## config.mk

```make
export PLATFORM = sky130hd
export DESIGN_NAME = pnm_row_sample_decoder
export DESIGN_NICKNAME = d
export VERILOG_FILES = /design/src/design/pnmrsd_pkg.sv /design/src/design/pnm_row_sample_decoder.sv
export SDC_FILE = /design/constraint.sdc
export NUM_CORES = 1
export LEC_CHECK = 0
export BUFFER_PORTS_ARGS = -buffer_cell sky130_fd_sc_hd__buf_2
export CAP_MARGIN = 20
export CORE_MARGIN = 2
export CORE_UTILIZATION = 55
export CTS_CLUSTER_SIZE = 14
export DETAILED_ROUTE_END_ITERATION = 8
export PLACE_DENSITY_LB_ADDON = 0.25
export SETUP_SLACK_MARGIN = 0.5
export SYNTH_ARGS = -nofsm -noshare
export SYNTH_HDL_FRONTEND = slang
export SYNTH_SLANG_ARGS = --single-unit
```

## constraint.sdc

```tcl
create_clock -name clk -period 4.5 [get_ports clk]
set_clock_uncertainty 0.05 [all_clocks]
set_input_delay 0.45 -clock clk [delete_from_list [all_inputs] [get_ports clk]]
set_output_delay 0.45 -clock clk [all_outputs]
set_load 0.01 [all_outputs]
```

## src/design/pnmrsd_pkg.sv

```systemverilog
// Shared constants, codes and the result record for the PNM row sample decoder.
package pnmrsd_pkg;

  // Geometry limits
  localparam int MAX_ROW_WIDTH = 4096;
  localparam int MAX_CHANNELS  = 4;

  // Field widths
  localparam int VAL_W  = 16;
  localparam int ACC_W  = 17;
  localparam int COL_W  = 12;
  localparam int CH_W   = 2;
  localparam int ERR_W  = 2;
  localparam int WID_W  = 13;
  localparam int CHN_W  = 3;
  localparam int MODE_W = 2;
  localparam int IDX_W  = 3;

  // Plain-mode accumulator saturation point
  localparam logic [ACC_W-1:0] ACC_SAT = '1;

  // Sample modes
  localparam logic [MODE_W-1:0] MODE_PLAIN = 2'd0;
  localparam logic [MODE_W-1:0] MODE_RAW1  = 2'd1;

  // Error codes
  localparam logic [ERR_W-1:0] ERR_OK    = 2'd0;
  localparam logic [ERR_W-1:0] ERR_CHAR  = 2'd1;
  localparam logic [ERR_W-1:0] ERR_RANGE = 2'd2;
  localparam logic [ERR_W-1:0] ERR_EOD   = 2'd3;

  // Decoder phase codes
  localparam logic [1:0] PH_SKIP  = 2'd0;
  localparam logic [1:0] PH_DIGIT = 2'd1;
  localparam logic [1:0] PH_HIGH  = 2'd2;

  // Configuration register indexes
  localparam logic [IDX_W-1:0] REG_MODE     = 3'd0;
  localparam logic [IDX_W-1:0] REG_MAX      = 3'd1;
  localparam logic [IDX_W-1:0] REG_WIDTH    = 3'd2;
  localparam logic [IDX_W-1:0] REG_CHANNELS = 3'd3;

  // One result item
  typedef struct packed {
    logic [VAL_W-1:0] sample_value;
    logic [COL_W-1:0] column;
    logic [CH_W-1:0]  channel;
    logic             row_done;
    logic [ERR_W-1:0] error_code;
  } res_t;

endpackage

```

## src/design/pnm_row_sample_decoder.sv

```systemverilog
// PNM row sample decoder: byte stream in, one netpbm item per finished sample or error out.
//
// Usage:
//   Input channel (in_valid / in_stall) takes one file byte per item, with
//   end_of_data marking that the file has run out. Plain mode gathers ASCII
//   decimal digits ended by whitespace; raw modes take one byte or two
//   big-endian bytes per sample. Each sample leaves on the output channel
//   (out_valid / out_stall) with its column, channel, a row_done mark and an
//   error code; errors end the row and restart the counters.
//   Configuration port (cfg_valid / cfg_ready, cfg_index, cfg_data) is always
//   ready; write it only while the block is idle.
// Timing:
//   One item per cycle sustained while the receiver does not stall. A result is
//   written to the output register, or to the skid while the receiver stalls,
//   as its last byte is accepted; bytes ending no sample or error give nothing.
//   All decode work is one combinational pass from the state registers to the
//   output register; a skid register behind it absorbs one result while the
//   receiver stalls, and in_stall rises only while the skid holds an item.
// Reset (synchronous rst): mode raw one byte, max 255, width 1, channels 1,
//   decoder at column 0, channel 0, skipping whitespace, outputs empty.
module pnm_row_sample_decoder
  import pnmrsd_pkg::*;
(
  input  logic              clk,
  input  logic              rst,
  // byte input
  input  logic              in_valid,
  output logic              in_stall,
  input  logic [7:0]        data_byte,
  input  logic              end_of_data,
  // sample output
  output logic              out_valid,
  input  logic              out_stall,
  output logic [VAL_W-1:0]  sample_value,
  output logic [COL_W-1:0]  column,
  output logic [CH_W-1:0]   channel,
  output logic              row_done,
  output logic [ERR_W-1:0]  error_code,
  // configuration
  input  logic              cfg_valid,
  output logic              cfg_ready,
  input  logic [IDX_W-1:0]  cfg_index,
  input  logic [VAL_W-1:0]  cfg_data
);

  // Config registers
  logic [MODE_W-1:0] sample_mode;
  logic [VAL_W-1:0]  max_value;
  logic [WID_W-1:0]  row_width;
  logic [CHN_W-1:0]  channels;

  // Decoder state
  logic [1:0]        phase, phase_next;
  logic [ACC_W-1:0]  accumulator, accumulator_next;
  logic [7:0]        high_byte, high_byte_next;
  logic [COL_W-1:0]  column_count, column_count_next;
  logic [CH_W-1:0]   channel_count, channel_count_next;

  // Output register and skid
  res_t main_res, skid_res, res_next;
  logic main_valid, skid_valid;

  logic in_acc, out_acc, emit;
  logic [ACC_W-1:0]   emit_val;
  logic [ERR_W-1:0]   emit_err, err_final;
  logic [WID_W-1:0]   w_eff;
  logic [CHN_W-1:0]   c_eff;
  logic [WID_W-1:0]   col_inc;
  logic [CHN_W-1:0]   ch_inc;
  logic               is_digit, is_blank, last;
  logic [ACC_W+3:0]   acc_wide, acc_mul;

  assign cfg_ready = 1'b1;
  assign in_stall  = skid_valid;
  assign in_acc    = in_valid && !in_stall;
  assign out_acc   = main_valid && !out_stall;

  assign out_valid    = main_valid;
  assign sample_value = main_res.sample_value;
  assign column       = main_res.column;
  assign channel      = main_res.channel;
  assign row_done     = main_res.row_done;
  assign error_code   = main_res.error_code;

  // Config writes
  always_ff @(posedge clk) begin
    if (rst) begin
      sample_mode <= MODE_RAW1;
      max_value   <= VAL_W'(255);
      row_width   <= WID_W'(1);
      channels    <= CHN_W'(1);
    end else if (cfg_valid && cfg_ready) begin
      case (cfg_index)
        REG_MODE:     sample_mode <= cfg_data[MODE_W-1:0];
        REG_MAX:      max_value   <= cfg_data;
        REG_WIDTH:    row_width   <= cfg_data[WID_W-1:0];
        REG_CHANNELS: channels    <= cfg_data[CHN_W-1:0];
        default: ;
      endcase
    end
  end

  // Clamped geometry
  always_comb begin
    if (row_width == '0) begin
      w_eff = WID_W'(1);
    end else if (row_width > WID_W'(MAX_ROW_WIDTH)) begin
      w_eff = WID_W'(MAX_ROW_WIDTH);
    end else begin
      w_eff = row_width;
    end
    if (channels == '0) begin
      c_eff = CHN_W'(1);
    end else if (channels > CHN_W'(MAX_CHANNELS)) begin
      c_eff = CHN_W'(MAX_CHANNELS);
    end else begin
      c_eff = channels;
    end
  end

  // Byte classes and times-ten accumulate
  assign is_digit = (data_byte >= 8'd48) && (data_byte <= 8'd57);
  assign is_blank = (data_byte == 8'd32) || (data_byte inside {[8'd9:8'd13]});
  assign acc_wide = {4'b0, accumulator};
  assign acc_mul  = (acc_wide << 3) + (acc_wide << 1) + (ACC_W+4)'(data_byte - 8'd48);

  // Decode pass
  always_comb begin
    phase_next         = phase;
    accumulator_next   = accumulator;
    high_byte_next     = high_byte;
    column_count_next  = column_count;
    channel_count_next = channel_count;
    emit     = 1'b0;
    emit_val = '0;
    emit_err = ERR_OK;
    last     = 1'b0;
    res_next = '0;
    col_inc  = {1'b0, column_count} + WID_W'(1);
    ch_inc   = {1'b0, channel_count} + CHN_W'(1);

    if (end_of_data) begin
      emit     = 1'b1;
      emit_err = ERR_EOD;
    end else begin
      case (sample_mode)
        MODE_PLAIN: begin
          if (phase == PH_DIGIT) begin
            if (is_digit) begin
              accumulator_next = (acc_mul > (ACC_W+4)'(ACC_SAT)) ? ACC_SAT :
                                 acc_mul[ACC_W-1:0];
            end else if (is_blank) begin
              emit     = 1'b1;
              emit_val = accumulator;
            end else begin
              emit     = 1'b1;
              emit_err = ERR_CHAR;
            end
          end else begin
            if (is_blank) begin
              phase_next = PH_SKIP;
            end else if (is_digit) begin
              accumulator_next = ACC_W'(data_byte - 8'd48);
              phase_next       = PH_DIGIT;
            end else begin
              emit     = 1'b1;
              emit_err = ERR_CHAR;
            end
          end
        end
        MODE_RAW1: begin
          emit     = 1'b1;
          emit_val = ACC_W'(data_byte);
        end
        default: begin
          // two-byte raw, high byte first
          if (phase != PH_HIGH) begin
            high_byte_next = data_byte;
            phase_next     = PH_HIGH;
          end else begin
            emit     = 1'b1;
            emit_val = ACC_W'({high_byte, data_byte});
          end
        end
      endcase
    end

    // Range check and counter advance
    err_final = emit_err;
    if (emit_err == ERR_OK && emit_val > ACC_W'(max_value)) begin
      err_final = ERR_RANGE;
    end
    if (emit) begin
      res_next.column     = column_count;
      res_next.channel    = channel_count;
      res_next.error_code = err_final;
      res_next.sample_value = (err_final == ERR_OK) ? emit_val[VAL_W-1:0] : '0;
      if (err_final != ERR_OK) begin
        last = 1'b1;
      end else if (ch_inc >= c_eff) begin
        last = (col_inc >= w_eff);
        channel_count_next = '0;
        column_count_next  = col_inc[COL_W-1:0];
      end else begin
        // a column already past a shrunken row ends it
        last = ({1'b0, column_count} >= w_eff);
        channel_count_next = ch_inc[CH_W-1:0];
      end
      res_next.row_done = last;
      phase_next        = PH_SKIP;
      accumulator_next  = '0;
      if (last) begin
        high_byte_next     = '0;
        column_count_next  = '0;
        channel_count_next = '0;
      end
    end
  end

  // Decoder state registers
  always_ff @(posedge clk) begin
    if (rst) begin
      phase         <= PH_SKIP;
      accumulator   <= '0;
      high_byte     <= '0;
      column_count  <= '0;
      channel_count <= '0;
    end else if (in_acc) begin
      phase         <= phase_next;
      accumulator   <= accumulator_next;
      high_byte     <= high_byte_next;
      column_count  <= column_count_next;
      channel_count <= channel_count_next;
    end
  end

  // Output register with one-item skid
  always_ff @(posedge clk) begin
    if (rst) begin
      main_valid <= 1'b0;
      skid_valid <= 1'b0;
    end else begin
      if (skid_valid) begin
        if (out_acc) begin
          main_valid <= 1'b1;
          skid_valid <= 1'b0;
        end
      end else if (in_acc && emit) begin
        if (main_valid && !out_stall) begin
          main_valid <= 1'b1;
        end else if (main_valid) begin
          skid_valid <= 1'b1;
        end else begin
          main_valid <= 1'b1;
        end
      end else if (out_acc) begin
        main_valid <= 1'b0;
      end
    end
  end

  always_ff @(posedge clk) begin
    if (skid_valid) begin
      if (out_acc) begin
        main_res <= skid_res;
      end
    end else if (in_acc && emit) begin
      if (main_valid && out_stall) begin
        skid_res <= res_next;
      end else begin
        main_res <= res_next;
      end
    end
  end

  // Checks
  a_skid_implies_main: assert property (@(posedge clk) disable iff (rst)
    skid_valid |-> main_valid)
    else $error("skid holds an item while output register is empty");

  a_err_ends_row: assert property (@(posedge clk) disable iff (rst)
    (main_valid && main_res.error_code != ERR_OK) |->
      (main_res.row_done && main_res.sample_value == '0))
    else $error("error item without row_done or with nonzero sample");

  a_skid_refills: assert property (@(posedge clk) disable iff (rst)
    (out_acc && skid_valid) |=> (main_valid && !skid_valid))
    else $error("skid item lost after output drain");

  a_reset_empty: assert property (@(posedge clk)
    rst |=> (!main_valid && !skid_valid))
    else $error("output not empty after reset");

  a_restart_after_last: assert property (@(posedge clk) disable iff (rst)
    (in_acc && emit && last) |=> (column_count == '0 && channel_count == '0))
    else $error("counters not restarted after row end");

endmodule
```

==> metrics.cfg <==
[final_layout]
nFillCells=1225
fin_util_pct=67.11
layout_common_cells=94 x nand2_1, 84 x nor2_1, 77 x dfxtp_1
nets=1107
antenna_cells=0
fin_cells=1209
layout-drive-gt1-share_pct=21.54
final_common_cell=nand2_1
area_growth_pct=18.95

[setup_path]
critPathKind=in -> reg
start_kind=primary input
cp_data_required_time_ns=4.74
crit_slowest_cell=or4_1
crit_family=simple AND/OR/NAND/NOR gates
max_stage_delay_ns=0.41
end_kind=flip-flop
arrival_ns=4.11
crit_buf_inv=5
cp_max_fo=29
path_cells=buf_2 -> buf_4 -> o211ai_1 -> nand2_1 -> nor2_4 -> nor4_4 -> buf_6 -> buf_4 -> a22oi_2 -> nor2_2 -> ha_1 -> a21oi_1 -> nor2_1 -> or4_1 -> a22oi_2 -> o21bai_2 -> buf_12 -> nor3_1 -> mux2_2

[timing]
worst_slack_ns=0.6335
period_needed_ns=3.867
slew-limit-headroom_pct=46.91
fmax_mhz=258.6
worstMarginPinSlew_ns=0.7935
rsz0062_at_grt=no
setup_viol=0
fin_crit_sh_pct=85.92
slew_violations=0
setup_tns_ns=0
hold_violations=0

[routing]
ant_nets=0
drt_iter0_drc=629
routed-via-count=7065
routed_wl_mm=20.15
drtPass1Iterations=5
wl_per_cell_um=16.67
drc=0
post_drt_via_cell_ratio=5.844

[yosys]
synth_cell_types=70
synth_largest_area_cell=edfxtp_1
ys_seq_elements=143
netlist_area_um2=8608
syn_nets=1007
synth_edf_count=66
avgSynthCellArea_um2=9.727
syn_inst=885
synthArstFlopShare_pct=0
ys_top_cells_by_area=edfxtp_1 23%, dfxtp_1 18%, ha_1 11%
synth_warnings=0
synth_top_area_share_pct=23.02
ys_seq_area_share_pct=40.93
synthFlopType=dfxtp_1

[placed_design]
dp.cells=1168
io_buffers=67
post-place-ws_ns=-0.03518
hpwl_mm=15.14
gp_congestion=0.9233

[clocking]
cts_max_path_buffers=2
cts_tree=built
insertion_delay_ns=0.42
clkSinkCount=143
cts_buffers=17
ctsRootBufferMaster=clkbuf_16
htree_levels=4
clkTransAtPathRegs_ns=0.06
hold_buffers=0

[worst_hold_path]
hp-class=in -> reg

[outcome]
outcome=completed

[pwr]
power_density_nw_per_um2=300.2
ir_worst_vdd_mv=0.3160
leakage_nw=4.278

[die]
start_util_pct=56.42
die_w_um=129.1
ios=69
rows=45
die_h_um=129.1
dieArea_um2=16670
core_area_um2=15260

[flow_run]
cap_violations=0

[global_route]
antenna_found_initial=0
gr-total-overflow=0
grt_pass1_wl_mm=32.71
grt_usage_pct=24.93
grt_max_degree=48
grt_pass1_vias=6396

[worst reg2reg max path, stage by stage (launching register included)]
cell	delay, ns
dfxtp_1	0.34
or2_4	0.29
nor4_4	0.30
buf_6	0.17
a22oi_2	0.09
nor2_1	0.16
ha_1	0.27
a211oi_2	0.28
o22ai_1	0.10
or4_1	0.49
a22oi_2	0.20
o21bai_2	0.11
buf_12	0.18
nor3_1	0.41
mux2_2	0.24
[per-layer routing]
metal  GRT usage, %  share of wire (%)  vias up
met2          34.92                 42      262
met4          6.394               0.91        0
met1          38.48                 50     3338
li1               -                  -     3440
met5              0                  0        -
met3          6.028                6.8       25
[through the flow]
stage | total power [mW] | cell area (um2) | hold WS [ns]
floorplan | 1.640 | 8628 | 0.3832
global placement | 1.761 | 9427 | 0.4051
detailed placement | 1.766 | 9427 | 0.4065
CTS | 3.081 | 10030 | 0.1940
global route | 3.194 | 10240 | 0.2218
finish | 3.074 | 10240 | 0.2044
[kinds of logic (layout without fill, tap and decap cells)]
family                     Yosys count  in the layout  share of synthesized area (%)
xor gates and xnor gates            17             17                          1.730
AOI/OAI and AO/OA                  212            212                          17.65
buffers and inverters               78            191                          3.517
and+or+nand+nor                    313            313                          17.72
muxes                               32             32                          4.084
adders and majority gates           89             89                          14.33
other                                1              1                        0.04356
DFF                                143            143                          40.93
[repair_timing]
action | in CTS | in global routing
pin swaps | 1 | 19
cloned | 0 | 0
resized for setup | 6 | 37
setup endpoints to repair | 21 | 64
setup buffers | 2 | 7
[cells in the mapped netlist, drive strengths merged, types with 7 or more instances]
master	count
and2	18
a22oi	22
nor3	21
nand2b	18
nand3	16
o211ai	13
nand2	94
edfxtp	66
o21bai	7
fa	16
xnor2	11
clkbuf	25
and3	10
a22o	20
mux2	25
a21o	11
o21ai	24
nor2	90
a211oi	7
dfxtp	77
a21oi	55
nor2b	9
mux2i	7
ha	73
o31ai	12
nand4	10
inv	46
[sequential cells by signal (all words and copies together), names as in the netlist]
register / flops
skid_res: 33
max_value: 16
high_byte: 8
out_valid: 1
accumulator: 17
error_code: 2
row_done: 1
in_stall: 1
row_width: 13
channel_count: 2
sample_mode: 2
phase: 2
column_count: 12
channel: 2
column: 12
sample_value: 16
channels: 3
[final timing paths]
check                       from         endpoint  slack, ns  cells after the start
setup reg to reg  sample_mode[1]  sample_value[3]       0.71                     14
hold reg to reg   sample_mode[0]   sample_mode[0]       0.42                      2
setup / recovery    data_byte[2]  sample_value[3]       0.63                     19
hold / removal      cfg_data[15]    max_value[15]       0.20                      3
[power by group]
group	internal (mW)	switching, mW
clock network	0.779	0.538
registers	1.40	0.0132
logic	0.135	0.204
[final cells by class]
| cell class | count | area, um2 | area share (%) |
|---|---|---|---|
| clock buffer | 21 | 450.4 | 4.399 |
| clock inverter | 11 | 108.9 | 1.063 |
| inverter | 47 | 181.4 | 1.772 |
| multi-input combinational | 664 | 5001 | 48.84 |
| sequential | 143 | 3523 | 34.41 |
| tap | 211 | 264.0 | 2.578 |
| timing repair buffer | 112 | 710.7 | 6.940 |
(Power assumes the default switching activity.)
